==> src/rtl/block_average_to_glyph_macros.svh <==
// Assertion macros shared by the block_average_to_glyph RTL.
`ifndef BLOCK_AVERAGE_TO_GLYPH_MACROS_SVH
`define BLOCK_AVERAGE_TO_GLYPH_MACROS_SVH

// Consequent checked in the same cycle as the antecedent.
`define BAG_ASSERT_SAME(label, ante, cons, msg) \
    label: assert property (@(posedge clk) disable iff (!rst_n) (ante) |-> (cons)) \
        else $error(msg);

// Consequent checked in the cycle after the antecedent.
`define BAG_ASSERT_NEXT(label, ante, cons, msg) \
    label: assert property (@(posedge clk) disable iff (!rst_n) (ante) |=> (cons)) \
        else $error(msg);

`endif

==> src/rtl/bag_pkg.sv <==
// Shared types, constants and the glyph ramp for block_average_to_glyph.
package bag_pkg;

    localparam int COLUMNS_DEF = 120;
    localparam int ROWS_DEF    = 30;

    localparam int PIX_W   = 12;   // pixel position counters
    localparam int CNT_W   = 6;    // position inside a cell, below 64
    localparam int CW_W    = 7;    // cell_width / cell_height registers
    localparam int IW_W    = 13;   // image_width register
    localparam int CFG_W   = 13;   // configuration write data
    localparam int IDX_W   = 2;    // configuration register index
    localparam int CH_W    = 8;    // one colour channel
    localparam int VAL_W   = 10;   // R+G+B of one pixel
    localparam int SUM_W   = 22;   // running cell sum
    localparam int AREA_W  = 13;   // cell_width*cell_height, up to 4096
    localparam int T_W     = 17;   // floor(sum*18/765)
    localparam int OCOL_W  = 7;
    localparam int OROW_W  = 5;
    localparam int LVL_W   = 5;
    localparam int CODE_W  = 7;
    localparam int DATA_W  = 24;

    // floor(n/85) == (n*RECIP_M) >> RECIP_SHIFT for every n below 2^23
    localparam int RECIP_W     = 25;
    localparam int RECIP_SHIFT = 31;
    localparam logic [RECIP_W-1:0] RECIP_M = 25'd25264514;
    localparam int PROD_W      = 48;

    localparam logic [CW_W-1:0]  CELL_MAX  = 7'd64;
    localparam logic [IW_W-1:0]  IMG_MAX   = 13'd4096;
    localparam logic [LVL_W-1:0] LEVEL_MAX = 5'd16;

    localparam logic [CW_W-1:0]  CELL_W_RST = 7'd5;
    localparam logic [CW_W-1:0]  CELL_H_RST = 7'd16;
    localparam logic [IW_W-1:0]  IMG_W_RST  = 13'd640;

    typedef enum logic [IDX_W-1:0] {
        REG_CELL_WIDTH  = 2'd0,
        REG_CELL_HEIGHT = 2'd1,
        REG_IMAGE_WIDTH = 2'd2
    } cfg_reg_t;

    // Position of the pixel now at the input
    typedef struct packed {
        logic [PIX_W-1:0] col;
        logic [PIX_W-1:0] row;
        logic             first;
        logic             last;
        logic             in_grid;
        logic             frame_last;
    } pos_t;

    // A finished cell on its way to the level unit
    typedef struct packed {
        logic [SUM_W-1:0]  sum;
        logic [OCOL_W-1:0] column;
        logic [OROW_W-1:0] row;
        logic              frame_done;
    } cell_t;

    function automatic logic [CODE_W-1:0] glyph_code(input logic [LVL_W-1:0] level);
        logic [CODE_W-1:0] code;
        unique case (level)
            5'd0:    code = 7'd32;   // ' '
            5'd1:    code = 7'd46;   // '.'
            5'd2:    code = 7'd58;   // ':'
            5'd3:    code = 7'd33;   // '!'
            5'd4:    code = 7'd47;   // '/'
            5'd5:    code = 7'd114;  // 'r'
            5'd6:    code = 7'd40;   // '('
            5'd7:    code = 7'd108;  // 'l'
            5'd8:    code = 7'd49;   // '1'
            5'd9:    code = 7'd90;   // 'Z'
            5'd10:   code = 7'd52;   // '4'
            5'd11:   code = 7'd72;   // 'H'
            5'd12:   code = 7'd57;   // '9'
            5'd13:   code = 7'd87;   // 'W'
            5'd14:   code = 7'd56;   // '8'
            5'd15:   code = 7'd36;   // '$'
            default: code = 7'd64;   // '@', also any saturated level
        endcase
        return code;
    endfunction

endpackage

==> src/rtl/block_average_to_glyph.sv <==
// Top level of the block-average to ASCII glyph converter.
// Pixels enter on s_t*, raster order, tuser marking the first pixel of a frame.
// Each pixel is a read-modify-write of one column-sum memory entry (synchronous read,
// forwarding from the previous write), so pixels that finish no cell are taken one per
// clock while the level unit is idle. The bottom-right pixel of a cell finishes it:
// s_tready drops for one cycle while the cell is handed on, then stays low while the
// level unit is busy (reciprocal multiply for /85, saturation check, four restoring divide
// steps, output load; the divide steps are skipped when the level saturates), and longer
// while m_tready holds back the previous result. After reset and after every configuration
// write, three serial dividers re-derive the cell coordinates, during which s_tready stays
// low; configuration writes are always accepted.
module block_average_to_glyph #(
    parameter int COLUMNS = bag_pkg::COLUMNS_DEF,
    parameter int ROWS    = bag_pkg::ROWS_DEF
) (
    input  logic                        clk,
    input  logic                        rst_n,
    input  logic                        s_tvalid,
    output logic                        s_tready,
    input  logic [bag_pkg::DATA_W-1:0]  s_tdata,   // red[7:0], green[15:8], blue[23:16]
    input  logic                        s_tuser,   // frame_start
    output logic                        m_tvalid,
    input  logic                        m_tready,
    output logic [bag_pkg::DATA_W-1:0]  m_tdata,   // cell_column[6:0], cell_row[11:7],
                                                   // glyph_index[16:12], glyph_code[23:17]
    output logic                        m_tlast,   // frame_done
    input  logic                        cfg_valid,
    output logic                        cfg_ready,
    input  logic [bag_pkg::IDX_W-1:0]   cfg_index,
    input  logic [bag_pkg::CFG_W-1:0]   cfg_data
);

    localparam int CW = bag_pkg::CW_W;
    localparam int IW = bag_pkg::IW_W;

    logic [CW-1:0]  cw_reg, ch_reg;
    logic [IW-1:0]  iw_reg;
    logic           cfg_write;
    logic           s_accept;
    logic           pos_ready;
    bag_pkg::pos_t  pos;
    logic           cell_valid;
    bag_pkg::cell_t fin_cell;
    logic           lvl_busy;
    logic [bag_pkg::OCOL_W-1:0] out_column;
    logic [bag_pkg::OROW_W-1:0] out_row;
    logic [bag_pkg::LVL_W-1:0]  out_level;
    logic [bag_pkg::CODE_W-1:0] out_code;

    function automatic logic [CW-1:0] clamp_cell(input logic [CW-1:0] v);
        logic [CW-1:0] r;
        if (v == '0)
            r = CW'(1);
        else if (v > bag_pkg::CELL_MAX)
            r = bag_pkg::CELL_MAX;
        else
            r = v;
        return r;
    endfunction

    function automatic logic [IW-1:0] clamp_image(input logic [IW-1:0] v);
        logic [IW-1:0] r;
        if (v == '0)
            r = IW'(1);
        else if (v > bag_pkg::IMG_MAX)
            r = bag_pkg::IMG_MAX;
        else
            r = v;
        return r;
    endfunction

    assign cfg_ready = 1'b1;
    assign cfg_write = cfg_valid && cfg_ready;

    // registers hold the clamped, effective values
    always_ff @(posedge clk or negedge rst_n)
    begin
        if (!rst_n)
        begin
            cw_reg <= bag_pkg::CELL_W_RST;
            ch_reg <= bag_pkg::CELL_H_RST;
            iw_reg <= bag_pkg::IMG_W_RST;
        end
        else if (cfg_write)
        begin
            unique case (bag_pkg::cfg_reg_t'(cfg_index))
                bag_pkg::REG_CELL_WIDTH:  cw_reg <= clamp_cell(cfg_data[CW-1:0]);
                bag_pkg::REG_CELL_HEIGHT: ch_reg <= clamp_cell(cfg_data[CW-1:0]);
                bag_pkg::REG_IMAGE_WIDTH: iw_reg <= clamp_image(cfg_data[IW-1:0]);
                default:                  ;
            endcase
        end
    end

    assign s_tready = pos_ready && !lvl_busy && !cell_valid;
    assign s_accept = s_tvalid && s_tready;

    bag_pos #(.COLUMNS(COLUMNS), .ROWS(ROWS)) u_pos (
        .clk         (clk),
        .rst_n       (rst_n),
        .recalc      (cfg_write),
        .advance     (s_accept),
        .frame_start (s_tuser),
        .cw          (cw_reg),
        .ch          (ch_reg),
        .iw          (iw_reg),
        .ready       (pos_ready),
        .pos         (pos)
    );

    bag_sum #(.COLUMNS(COLUMNS)) u_sum (
        .clk        (clk),
        .rst_n      (rst_n),
        .advance    (s_accept),
        .pos        (pos),
        .red        (s_tdata[7:0]),
        .green      (s_tdata[15:8]),
        .blue       (s_tdata[23:16]),
        .cell_valid (cell_valid),
        .fin_cell   (fin_cell)
    );

    bag_level u_level (
        .clk            (clk),
        .rst_n          (rst_n),
        .start          (cell_valid),
        .fin_cell       (fin_cell),
        .cw             (cw_reg),
        .ch             (ch_reg),
        .busy           (lvl_busy),
        .out_valid      (m_tvalid),
        .out_ready      (m_tready),
        .out_column     (out_column),
        .out_row        (out_row),
        .out_level      (out_level),
        .out_code       (out_code),
        .out_frame_done (m_tlast)
    );

    assign m_tdata = {out_code, out_level, out_row, out_column};

endmodule

==> src/rtl/bag_div.sv <==
// Restoring serial divider, one quotient bit per cycle.
module bag_div #(
    parameter int NUM_W = 12,
    parameter int DEN_W = 7
) (
    input  logic             clk,
    input  logic             rst_n,
    input  logic             start,
    input  logic [NUM_W-1:0] num,
    input  logic [DEN_W-1:0] den,
    output logic             busy,
    output logic [NUM_W-1:0] quot,
    output logic [DEN_W-1:0] rem
);

    localparam int STEP_W = $clog2(NUM_W + 1);

    logic [STEP_W-1:0] cnt_reg;
    logic [NUM_W-1:0]  quot_reg;
    logic [DEN_W-1:0]  rem_reg;
    logic [DEN_W:0]    trial;
    logic [DEN_W:0]    diff;
    logic              ge;

    always_comb
    begin
        trial = {rem_reg, quot_reg[NUM_W-1]};
        diff  = trial - {1'b0, den};
        ge    = trial >= {1'b0, den};
    end

    always_ff @(posedge clk or negedge rst_n)
    begin
        if (!rst_n)
        begin
            cnt_reg  <= '0;
            quot_reg <= '0;
            rem_reg  <= '0;
        end
        else if (start)
        begin
            cnt_reg  <= STEP_W'(NUM_W);
            quot_reg <= num;
            rem_reg  <= '0;
        end
        else if (cnt_reg != '0)
        begin
            // shift in the next dividend bit, subtract where it fits
            rem_reg  <= ge ? diff[DEN_W-1:0] : trial[DEN_W-1:0];
            quot_reg <= {quot_reg[NUM_W-2:0], ge};
            cnt_reg  <= cnt_reg - STEP_W'(1);
        end
    end

    assign busy = cnt_reg != '0;
    assign quot = quot_reg;
    assign rem  = rem_reg;

endmodule

==> src/rtl/bag_pos.sv <==
// Pixel position tracker: column/row counters and cell coordinates.
module bag_pos #(
    parameter int COLUMNS = bag_pkg::COLUMNS_DEF,
    parameter int ROWS    = bag_pkg::ROWS_DEF
) (
    input  logic                       clk,
    input  logic                       rst_n,
    input  logic                       recalc,
    input  logic                       advance,
    input  logic                       frame_start,
    input  logic [bag_pkg::CW_W-1:0]   cw,
    input  logic [bag_pkg::CW_W-1:0]   ch,
    input  logic [bag_pkg::IW_W-1:0]   iw,
    output logic                       ready,
    output bag_pkg::pos_t              pos
);

    localparam int PW     = bag_pkg::PIX_W;
    localparam int NW     = bag_pkg::CNT_W;
    localparam int CW     = bag_pkg::CW_W;
    localparam int IW     = bag_pkg::IW_W;
    localparam int COL_AW = (COLUMNS > 1) ? $clog2(COLUMNS) : 1;
    localparam logic [PW-1:0] COLS_P  = PW'(COLUMNS);
    localparam logic [PW-1:0] ROWS_P  = PW'(ROWS);
    localparam logic [PW-1:0] ROWS_M1 = PW'(ROWS - 1);

    typedef enum logic [1:0] {P_START, P_WAIT, P_RUN} pstate_t;

    pstate_t           state_reg;
    logic [PW-1:0]     x_reg, y_reg, col_reg, row_reg;
    logic [NW-1:0]     px_reg, py_reg;
    logic [COL_AW-1:0] lastm1_reg;
    logic              lastok_reg;

    logic [PW-1:0]     eff_x, eff_y, eff_col, eff_row;
    logic [NW-1:0]     eff_px, eff_py;
    logic [PW-1:0]     x_next, y_next, col_next, row_next;
    logic [NW-1:0]     px_next, py_next;
    logic              x_wrap, y_wrap, px_end, py_end;

    logic              div_start, bx, by, bi, div_busy;
    logic [PW-1:0]     qx, qy;
    logic [CW-1:0]     rx, ry;
    logic [IW-1:0]     qi, lc, lc_m1;
    logic [CW-1:0]     ri;

    assign div_start = state_reg == P_START;
    assign div_busy  = bx | by | bi;

    bag_div #(.NUM_W(PW), .DEN_W(CW)) u_div_x (
        .clk(clk), .rst_n(rst_n), .start(div_start), .num(x_reg), .den(cw),
        .busy(bx), .quot(qx), .rem(rx)
    );

    bag_div #(.NUM_W(PW), .DEN_W(CW)) u_div_y (
        .clk(clk), .rst_n(rst_n), .start(div_start), .num(y_reg), .den(ch),
        .busy(by), .quot(qy), .rem(ry)
    );

    // whole cells across one line
    bag_div #(.NUM_W(IW), .DEN_W(CW)) u_div_i (
        .clk(clk), .rst_n(rst_n), .start(div_start), .num(iw), .den(cw),
        .busy(bi), .quot(qi), .rem(ri)
    );

    always_comb
    begin
        lc    = (qi >= IW'(COLUMNS)) ? IW'(COLUMNS) : qi;
        lc_m1 = lc - IW'(1);

        eff_x   = frame_start ? '0 : x_reg;
        eff_y   = frame_start ? '0 : y_reg;
        eff_col = frame_start ? '0 : col_reg;
        eff_row = frame_start ? '0 : row_reg;
        eff_px  = frame_start ? '0 : px_reg;
        eff_py  = frame_start ? '0 : py_reg;

        x_wrap = ({1'b0, eff_x} + IW'(1)) >= iw;
        y_wrap = eff_y == '1;
        px_end = ({1'b0, eff_px} + CW'(1)) == cw;
        py_end = ({1'b0, eff_py} + CW'(1)) == ch;

        pos.col        = eff_col;
        pos.row        = eff_row;
        pos.first      = (eff_px == '0) && (eff_py == '0);
        pos.last       = ({1'b0, eff_px} == cw - CW'(1)) && ({1'b0, eff_py} == ch - CW'(1));
        pos.in_grid    = (eff_col < COLS_P) && (eff_row < ROWS_P);
        pos.frame_last = pos.in_grid && lastok_reg && (eff_row == ROWS_M1)
                         && (eff_col[COL_AW-1:0] == lastm1_reg);

        x_next   = eff_x + PW'(1);
        px_next  = px_end ? '0 : eff_px + NW'(1);
        col_next = px_end ? eff_col + PW'(1) : eff_col;
        y_next   = eff_y;
        py_next  = eff_py;
        row_next = eff_row;
        if (x_wrap)
        begin
            x_next   = '0;
            px_next  = '0;
            col_next = '0;
            y_next   = eff_y + PW'(1);
            if (y_wrap)
            begin
                py_next  = '0;
                row_next = '0;
            end
            else
            begin
                py_next  = py_end ? '0 : eff_py + NW'(1);
                row_next = py_end ? eff_row + PW'(1) : eff_row;
            end
        end
    end

    always_ff @(posedge clk or negedge rst_n)
    begin
        if (!rst_n)
        begin
            state_reg  <= P_START;
            x_reg      <= '0;
            y_reg      <= '0;
            col_reg    <= '0;
            row_reg    <= '0;
            px_reg     <= '0;
            py_reg     <= '0;
            lastm1_reg <= '0;
            lastok_reg <= 1'b0;
        end
        else if (recalc)
        begin
            state_reg <= P_START;
        end
        else
        begin
            unique case (state_reg)
                P_START:
                begin
                    state_reg <= P_WAIT;
                end
                P_WAIT:
                begin
                    // reload cell coordinates from the current pixel position
                    if (!div_busy)
                    begin
                        col_reg    <= qx;
                        px_reg     <= rx[NW-1:0];
                        row_reg    <= qy;
                        py_reg     <= ry[NW-1:0];
                        lastm1_reg <= lc_m1[COL_AW-1:0];
                        lastok_reg <= lc != '0;
                        state_reg  <= P_RUN;
                    end
                end
                P_RUN:
                begin
                    if (advance)
                    begin
                        x_reg   <= x_next;
                        y_reg   <= y_next;
                        col_reg <= col_next;
                        row_reg <= row_next;
                        px_reg  <= px_next;
                        py_reg  <= py_next;
                    end
                end
                default:
                begin
                    state_reg <= P_START;
                end
            endcase
        end
    end

    assign ready = state_reg == P_RUN;

endmodule

==> src/rtl/bag_sum.sv <==
// Column sum memory with read-modify-write and write forwarding.
`include "block_average_to_glyph_macros.svh"

module bag_sum #(
    parameter int COLUMNS = bag_pkg::COLUMNS_DEF
) (
    input  logic                      clk,
    input  logic                      rst_n,
    input  logic                      advance,
    input  bag_pkg::pos_t             pos,
    input  logic [bag_pkg::CH_W-1:0]  red,
    input  logic [bag_pkg::CH_W-1:0]  green,
    input  logic [bag_pkg::CH_W-1:0]  blue,
    output logic                      cell_valid,
    output bag_pkg::cell_t            fin_cell
);

    localparam int COL_AW = (COLUMNS > 1) ? $clog2(COLUMNS) : 1;
    localparam int SW     = bag_pkg::SUM_W;
    localparam int VW     = bag_pkg::VAL_W;

    logic [SW-1:0] mem [COLUMNS];

    logic                       take;
    logic [VW-1:0]              val;
    logic [SW-1:0]              rd_data_reg;
    logic                       b_valid_reg;
    logic                       b_first_reg, b_last_reg, b_fdone_reg;
    logic [COL_AW-1:0]          b_idx_reg;
    logic [bag_pkg::OCOL_W-1:0] b_ocol_reg;
    logic [bag_pkg::OROW_W-1:0] b_orow_reg;
    logic [VW-1:0]              b_val_reg;
    logic                       w_valid_reg;
    logic [COL_AW-1:0]          w_idx_reg;
    logic [SW-1:0]              w_sum_reg;
    logic [SW-1:0]              base, s;

    assign take = advance && pos.in_grid;
    assign val  = VW'(red) + VW'(green) + VW'(blue);

    always_comb
    begin
        // the memory read missed a write to the same column on the same edge
        base = (w_valid_reg && (w_idx_reg == b_idx_reg)) ? w_sum_reg : rd_data_reg;
        s    = b_first_reg ? SW'(b_val_reg) : base + SW'(b_val_reg);
    end

    always_ff @(posedge clk)
    begin
        if (take)
        begin
            rd_data_reg <= mem[pos.col[COL_AW-1:0]];
        end
        if (b_valid_reg)
        begin
            mem[b_idx_reg] <= s;
        end
    end

    always_ff @(posedge clk)
    begin
        if (take)
        begin
            b_first_reg <= pos.first;
            b_last_reg  <= pos.last;
            b_fdone_reg <= pos.frame_last;
            b_idx_reg   <= pos.col[COL_AW-1:0];
            b_ocol_reg  <= pos.col[bag_pkg::OCOL_W-1:0];
            b_orow_reg  <= pos.row[bag_pkg::OROW_W-1:0];
            b_val_reg   <= val;
        end
        if (b_valid_reg)
        begin
            w_idx_reg <= b_idx_reg;
            w_sum_reg <= s;
        end
    end

    always_ff @(posedge clk or negedge rst_n)
    begin
        if (!rst_n)
        begin
            b_valid_reg <= 1'b0;
            w_valid_reg <= 1'b0;
        end
        else
        begin
            b_valid_reg <= take;
            w_valid_reg <= b_valid_reg;
        end
    end

    assign cell_valid          = b_valid_reg && b_last_reg;
    assign fin_cell.sum        = s;
    assign fin_cell.column     = b_ocol_reg;
    assign fin_cell.row        = b_orow_reg;
    assign fin_cell.frame_done = b_fdone_reg;

    // input must hold off while a finished cell is handed on
    `BAG_ASSERT_NEXT(a_cell_spacing, cell_valid, !cell_valid, "finished cells back to back")

endmodule

==> src/rtl/bag_level.sv <==
// Brightness level unit: reciprocal multiply, short divide, glyph lookup.
`include "block_average_to_glyph_macros.svh"

module bag_level (
    input  logic                         clk,
    input  logic                         rst_n,
    input  logic                         start,
    input  bag_pkg::cell_t               fin_cell,
    input  logic [bag_pkg::CW_W-1:0]     cw,
    input  logic [bag_pkg::CW_W-1:0]     ch,
    output logic                         busy,
    output logic                         out_valid,
    input  logic                         out_ready,
    output logic [bag_pkg::OCOL_W-1:0]   out_column,
    output logic [bag_pkg::OROW_W-1:0]   out_row,
    output logic [bag_pkg::LVL_W-1:0]    out_level,
    output logic [bag_pkg::CODE_W-1:0]   out_code,
    output logic                         out_frame_done
);

    localparam int SW = bag_pkg::SUM_W;
    localparam int AW = bag_pkg::AREA_W;
    localparam int TW = bag_pkg::T_W;
    localparam int PW = bag_pkg::PROD_W;
    localparam int LW = bag_pkg::LVL_W;

    typedef enum logic [2:0] {L_IDLE, L_MUL, L_SAT, L_DIV, L_DONE} lstate_t;

    lstate_t                     state_reg;
    bag_pkg::cell_t              info_reg;
    logic [AW-1:0]               area_reg;
    logic [PW-1:0]               prod_reg;
    logic [TW-1:0]               rem_reg;
    logic [LW-1:0]               lvl_reg;
    logic [1:0]                  bit_reg;
    logic                        out_valid_reg;
    logic [bag_pkg::OCOL_W-1:0]  out_column_reg;
    logic [bag_pkg::OROW_W-1:0]  out_row_reg;
    logic [LW-1:0]               out_level_reg;
    logic [bag_pkg::CODE_W-1:0]  out_code_reg;
    logic                        out_fdone_reg;

    logic [2*bag_pkg::CW_W-1:0]  area_full;
    logic [PW-1:0]               prod_next;
    logic [TW-1:0]               t;
    logic [TW-1:0]               sat_lim;
    logic [TW-1:0]               cmp;
    logic                        slot_free;

    always_comb
    begin
        area_full = cw * ch;
        prod_next = {info_reg.sum, 1'b0} * bag_pkg::RECIP_M;
        t         = prod_reg[bag_pkg::RECIP_SHIFT +: TW];
        sat_lim   = {area_reg, 4'b0000};
        cmp       = TW'(area_reg) << bit_reg;
        slot_free = !out_valid_reg || out_ready;
    end

    always_ff @(posedge clk or negedge rst_n)
    begin
        if (!rst_n)
        begin
            state_reg      <= L_IDLE;
            out_valid_reg  <= 1'b0;
            info_reg       <= '0;
            area_reg       <= '0;
            prod_reg       <= '0;
            rem_reg        <= '0;
            lvl_reg        <= '0;
            bit_reg        <= '0;
            out_column_reg <= '0;
            out_row_reg    <= '0;
            out_level_reg  <= '0;
            out_code_reg   <= '0;
            out_fdone_reg  <= 1'b0;
        end
        else
        begin
            if ((state_reg == L_DONE) && slot_free)
            begin
                out_valid_reg <= 1'b1;
            end
            else if (out_ready)
            begin
                out_valid_reg <= 1'b0;
            end
            unique case (state_reg)
                L_IDLE:
                begin
                    if (start)
                    begin
                        info_reg  <= fin_cell;
                        area_reg  <= area_full[AW-1:0];
                        state_reg <= L_MUL;
                    end
                end
                L_MUL:
                begin
                    // 2*sum/85 through the reciprocal
                    prod_reg  <= prod_next;
                    state_reg <= L_SAT;
                end
                L_SAT:
                begin
                    rem_reg <= t;
                    bit_reg <= 2'd3;
                    if (t >= sat_lim)
                    begin
                        lvl_reg   <= bag_pkg::LEVEL_MAX;
                        state_reg <= L_DONE;
                    end
                    else
                    begin
                        lvl_reg   <= '0;
                        state_reg <= L_DIV;
                    end
                end
                L_DIV:
                begin
                    if (rem_reg >= cmp)
                    begin
                        rem_reg                  <= rem_reg - cmp;
                        lvl_reg[{1'b0, bit_reg}] <= 1'b1;
                    end
                    bit_reg <= bit_reg - 2'd1;
                    if (bit_reg == 2'd0)
                    begin
                        state_reg <= L_DONE;
                    end
                end
                L_DONE:
                begin
                    // hold until the output register is free
                    if (slot_free)
                    begin
                        out_column_reg <= info_reg.column;
                        out_row_reg    <= info_reg.row;
                        out_level_reg  <= lvl_reg;
                        out_code_reg   <= bag_pkg::glyph_code(lvl_reg);
                        out_fdone_reg  <= info_reg.frame_done;
                        state_reg      <= L_IDLE;
                    end
                end
                default:
                begin
                    state_reg <= L_IDLE;
                end
            endcase
        end
    end

    assign busy           = state_reg != L_IDLE;
    assign out_valid      = out_valid_reg;
    assign out_column     = out_column_reg;
    assign out_row        = out_row_reg;
    assign out_level      = out_level_reg;
    assign out_code       = out_code_reg;
    assign out_frame_done = out_fdone_reg;

    `BAG_ASSERT_SAME(a_start_idle, start, state_reg == L_IDLE, "cell arrived while busy")
    `BAG_ASSERT_SAME(a_level_range, out_valid_reg, out_level_reg <= 5'd16, "level too high")

endmodule

==> config.mk <==
export PLATFORM = sky130hd
export DESIGN_NAME = block_average_to_glyph
export DESIGN_NICKNAME = d
export VERILOG_FILES = /design/src/rtl/bag_pkg.sv /design/src/rtl/block_average_to_glyph.sv /design/src/rtl/bag_div.sv /design/src/rtl/bag_pos.sv /design/src/rtl/bag_sum.sv /design/src/rtl/bag_level.sv
export VERILOG_INCLUDE_DIRS = /design/src /design/src/rtl
export SDC_FILE = /design/constraint.sdc
export NUM_CORES = 2
export LEC_CHECK = 0
export BUFFER_PORTS_ARGS = -buffer_cell sky130_fd_sc_hd__buf_2
export CAP_MARGIN = 20
export CORE_MARGIN = 2
export CORE_UTILIZATION = 58
export CTS_CLUSTER_SIZE = 30
export DETAILED_ROUTE_END_ITERATION = 12
export PLACE_DENSITY = 0.85
export REMOVE_ABC_BUFFERS = 1
export SLEW_MARGIN = 20
export SYNTH_ARGS = -nofsm -noshare
export SYNTH_HDL_FRONTEND = slang
export SYNTH_SLANG_ARGS = --single-unit
==> constraint.sdc <==
create_clock -name clk -period 12.6 [get_ports clk]
set_input_delay 1.26 -clock clk [delete_from_list [all_inputs] [get_ports clk]]
set_output_delay 1.26 -clock clk [all_outputs]
set_load 0.005 [all_outputs]
==> impl_results.html <==
<table>
<tr><th>Metric</th><th>Value</th></tr>
<tr><th colspan="2">Outcome</th></tr>
<tr><td>Status</td><td>completed</td></tr>
<tr><th colspan="2">Global route</th></tr>
<tr><td>Residual overflow from global routing</td><td>0</td></tr>
<tr><td>Initial antenna violation count</td><td>14</td></tr>
<tr><td>Met1 routing resource usage after global routing</td><td>41.82%</td></tr>
<tr><td>Largest net degree at the start of global routing</td><td>159</td></tr>
<tr><td>Gr usage total</td><td>between 30% and 40%</td></tr>
<tr><td>Wire length of the first global-routing pass</td><td>approximately 550 mm</td></tr>
<tr><td>Met3 track demand over resource in global routing</td><td>9.273%</td></tr>
<tr><td>Global routing met2 resource utilization</td><td>49.54%</td></tr>
<tr><td>Number of global-route vias before repair</td><td>84530</td></tr>
<tr><td>Busiest grt layer</td><td>met2</td></tr>
<tr><th colspan="2">Logic synthesis</th></tr>
<tr><td>Share of the yosys chip area belonging to registers</td><td>68.19%</td></tr>
<tr><td>Top cells by area in the synthesized netlist</td><td>edfxtp_1 (63%), dfrtp_1 (5.4%), mux4_2 (3.5%)</td></tr>
<tr><td>Most numerous cell in the Yosys netlist</td><td>edfxtp_1</td></tr>
<tr><td>Library cell occupying the most area in the post-synthesis netlist</td><td>edfxtp_1</td></tr>
<tr><td>Avg Cell Area, Syn</td><td>14.93 µm²</td></tr>
<tr><td>Number of synthesized flops with an enable pin</td><td>2716</td></tr>
<tr><td>Flip-flop cell with the highest count after synthesis</td><td>edfxtp_1</td></tr>
<tr><td>Fraction of synthesized cell area taken by the top area cell type</td><td>62.67%</td></tr>
<tr><td>Number of library cell types mapped by synthesis</td><td>95</td></tr>
<tr><td>Synth Register Bits</td><td>3003</td></tr>
<tr><td>Leading cell types by count after synthesis</td><td>edfxtp_1 (2716), nand2_1 (639), a21oi_1 (519), nor2_1 (497), o21ai_0 (389)</td></tr>
<tr><td>Fraction of registers with async set or reset after synthesis</td><td>9.557%</td></tr>
<tr><td>Post-Syn Instances</td><td>8716</td></tr>
<tr><td>Netlist area before placement</td><td>0.1301 mm²</td></tr>
<tr><td>Total of warnings raised by yosys</td><td>0</td></tr>
<tr><th colspan="2">Clock tree</th></tr>
<tr><td>Number of sinks driven by the clock tree</td><td>3003</td></tr>
<tr><td>Number of levels in the clock H-tree</td><td>5</td></tr>
<tr><td>CTS root buf</td><td>clkbuf_16</td></tr>
<tr><td>Clock buffer count from CTS</td><td>307</td></tr>
<tr><td>Clock-pin transition on the worst setup and hold timing paths</td><td>60 ps</td></tr>
<tr><td>TritonCTS clock tree</td><td>built</td></tr>
<tr><td>Post-cts resize count</td><td>0</td></tr>
<tr><td>Total of hold buffers inserted after clock tree synthesis</td><td>0</td></tr>
<tr><td>Max clock buf depth</td><td>4</td></tr>
<tr><td>Post-CTS Repair Setup Buffers</td><td>0</td></tr>
<tr><td>Clock insertion delay at the later pin of the skew report</td><td>970 ps</td></tr>
<tr><th colspan="2">Critical path</th></tr>
<tr><td>Type of origin of the critical path</td><td>input port</td></tr>
<tr><td>Critical Path Fanout Max</td><td>about 110</td></tr>
<tr><td>Cells along the critical path</td><td>buf_4, inv_2, nand2_2, inv_8, buf_4, buf_12, mux4_2, a211oi_1, nor3_1, o21ai_0, a21oi_1</td></tr>
<tr><td>Crit. End Element</td><td>register</td></tr>
<tr><td>Arrival time worst endpoint</td><td>7040 ps</td></tr>
<tr><td>Cell type of the slowest stage on the worst timing path</td><td>o21ai_0</td></tr>
<tr><td>Class of the most critical setup path</td><td>input port to register</td></tr>
<tr><td>Crit path from</td><td>s_tuser</td></tr>
<tr><td>Required time reported for the critical path endpoint</td><td>13230 ps</td></tr>
<tr><td>Cell seen most often among critical-path stages</td><td>buf_4</td></tr>
<tr><td>Reg-to-Reg Start</td><td>u_sum.b_idx_reg[1]</td></tr>
<tr><td>Critical path's largest stage delay</td><td>1050 ps</td></tr>
<tr><th colspan="2">Placement</th></tr>
<tr><td>Post-Place Cell Area</td><td>0.1343 mm²</td></tr>
<tr><td>GPL Wtd Cong</td><td>between 0.9 and 1</td></tr>
<tr><td>Port bufs</td><td>between 70 and 80</td></tr>
<tr><td>HPWL Detailed</td><td>204.3 mm</td></tr>
<tr><th colspan="2">STA</th></tr>
<tr><td>Minimum period implied by the final worst setup slack</td><td>~6400 ps</td></tr>
<tr><td>Setup repair after global routing missed its margin</td><td>false</td></tr>
<tr><td>Least-Margin Pin Slew</td><td>1337 ps</td></tr>
<tr><td>Largest clock skew in the final design</td><td>around 72 ps</td></tr>
<tr><td>Number of hold-slack violations in the final timing report</td><td>0</td></tr>
<tr><td>Fmax</td><td>156.0 MHz</td></tr>
<tr><td>Min Hold Slack</td><td>272.4 ps</td></tr>
<tr><td>Normalized max-slew margin</td><td>10.05%</td></tr>
<tr><td>Setup-violating endpoint count in the final report</td><td>0</td></tr>
<tr><td>Slew Viols, Final</td><td>0</td></tr>
<tr><td>Period Utilization, post-route</td><td>just over 50%</td></tr>
<tr><th colspan="2">Power and ir drop</th></tr>
<tr><td>Share of total power in sequential cells</td><td>49.4%</td></tr>
<tr><td>Net Sw Power</td><td>between 0.005 and 0.006 W</td></tr>
<tr><td>Worst vdd ir</td><td>~0.11 mV</td></tr>
<tr><td>Logic pwr share</td><td>10.4%</td></tr>
<tr><td>Power per cell area</td><td>about 150 mW/mm²</td></tr>
<tr><td>Static leakage power</td><td>49.16 nW</td></tr>
<tr><td>Sw Share</td><td>24.32%</td></tr>
<tr><td>Internal Pwr Total</td><td>about 0.017 W</td></tr>
<tr><td>Clock share of power</td><td>between 40% and 50%</td></tr>
<tr><th colspan="2">Floorplanning</th></tr>
<tr><td>Die boundary width</td><td>477.7 µm</td></tr>
<tr><td>Ports</td><td>73</td></tr>
<tr><td>Initial cell density of the core</td><td>between 50% and 60%</td></tr>
<tr><td>Die area</td><td>0.2282 mm²</td></tr>
<tr><td>Core Footprint</td><td>0.2227 mm²</td></tr>
<tr><td>Die Span Y</td><td>~480 µm</td></tr>
<tr><td>Std cell rows</td><td>between 150 and 200</td></tr>
<tr><th colspan="2">Drt</th></tr>
<tr><td>Post-detailed-route count of antenna-violating nets</td><td>0</td></tr>
<tr><td>DR vias</td><td>84220</td></tr>
<tr><td>Routed vias/inst</td><td>7.057</td></tr>
<tr><td>Routed wirelength normalized by instance count</td><td>approximately 32 µm</td></tr>
<tr><td>Routed wire length</td><td>377.2 mm</td></tr>
<tr><td>DRT Pass-1 Iters</td><td>8</td></tr>
<tr><td>Initial DRC Count</td><td>14100</td></tr>
<tr><td>Final routed DRC violation total</td><td>0</td></tr>
<tr><th colspan="2">Finish</th></tr>
<tr><td>Ratio of cells with drive above 1 in the final layout</td><td>15.04%</td></tr>
<tr><td>Area Overhead vs Synth</td><td>10.64%</td></tr>
<tr><td>Final nets</td><td>9177</td></tr>
<tr><td>Fill cell total of the finished layout</td><td>~14000</td></tr>
<tr><td>Design area</td><td>about 0.14 mm²</td></tr>
<tr><td>Number of flip-flops under the largest register name</td><td>between 2000 and 3000</td></tr>
<tr><td>Final core utilization</td><td>64.65%</td></tr>
<tr><th colspan="2">Job</th></tr>
<tr><td>Max_cap viols</td><td>0</td></tr>
<tr><th colspan="2">Hold path</th></tr>
<tr><td>Path type of the worst min-delay path</td><td>input port to asynchronous set/reset pin</td></tr>
</table>
[worst paths after layout]
kind,endpoint,slack [ps],cells after the start
max in group asynchronous,u_pos.col_reg[4],10920,2
worst min-delay path,ch_reg[3],270,1
worst max register to register,u_sum.mem[99][17],6240,14
worst max-delay path,u_sum.rd_data_reg[11],6190,11
min in group clk,u_level.info_reg[2],440,2
worst min register to register,u_level.info_reg[2],440,2
[through the flow]
stage	power, W	setup TNS, ps	std cells	worst slack (ps)
floorplan	0.01278	-281430	8183	-9234
global placement	0.01320	0	11390	5509
detailed placement	0.01327	0	11390	5776
CTS	0.02198	0	11920	6324
global route	0.02253	0	11920	6109
finish	0.02208	0	11940	6190
[cell type report]
cell class                 instances  area (µm²)  share of cell area (%)
antenna                           12       30.03                 0.02085
clock buffer                     387        8148                   5.658
clock inverter                   143        1399                  0.9714
inverter                         294        1129                  0.7838
multi-input combinational       4886       39020                   27.10
sequential                      3003       88760                   61.64
tap                             2975        3722                   2.585
timing repair buffer             235        1785                   1.240
[power groups by stage]
stage	clock, W	combinational (W)	sequential, W
3_5_place_dp	0	0.00217	0.0111
6_report	0.00889	0.00229	0.0109
3_3_place_gp	0	0.00210	0.0111
4_1_cts	0.00887	0.00222	0.0109
5_1_grt	0.00923	0.00240	0.0109
2_1_floorplan	0	0.00161	0.0112
[cells by family after synthesis]
logic type               synth area share (%)
flip-flops                              68.19
AO/OA/AOI/OAI                           9.418
AND/OR/NAND/NOR                         5.452
multiplexers                            8.801
buffers and inverters                   2.572
adder cells (fa/ha/maj)                 4.449
XOR/XNOR                                1.117
other                                0.002881
[routing by layer]
metal	part of all wire [%]	up-vias
met5	0.0042	-
met3	14	1622
met2	45	7819
met4	6.6	4
met1	34	41000
li1	-	33770
[cells in the final DEF (no fill, tap or decap), types with 94 or more instances in the layout]
| cell type | count |
|---|---|
| a211oi_1 | 179 |
| mux2i_1 | 367 |
| o221ai_1 | 196 |
| mux4_2 | 201 |
| nor2_1 | 371 |
| a221oi_1 | 123 |
| inv_1 | 279 |
| o21ai_0 | 383 |
| nor3_1 | 94 |
| edfxtp_1 | 2716 |
| buf_4 | 146 |
| mux2_2 | 284 |
| dfrtp_1 | 277 |
| xnor2_1 | 112 |
| ha_1 | 310 |
| clkbuf_16 | 311 |
| nand3_1 | 99 |
| a21oi_1 | 517 |
| nand2_1 | 634 |
| fa_1 | 95 |
[worst max-delay path, delay by kind of cell]
kind	cells	cell delay, ps
AOI/OAI and AO/OA	3	1550
muxes	1	660
and+or+nand+nor	2	510
buffers and inverters	5	2780
No activity file was read; power rests on OpenSTA's default activity.
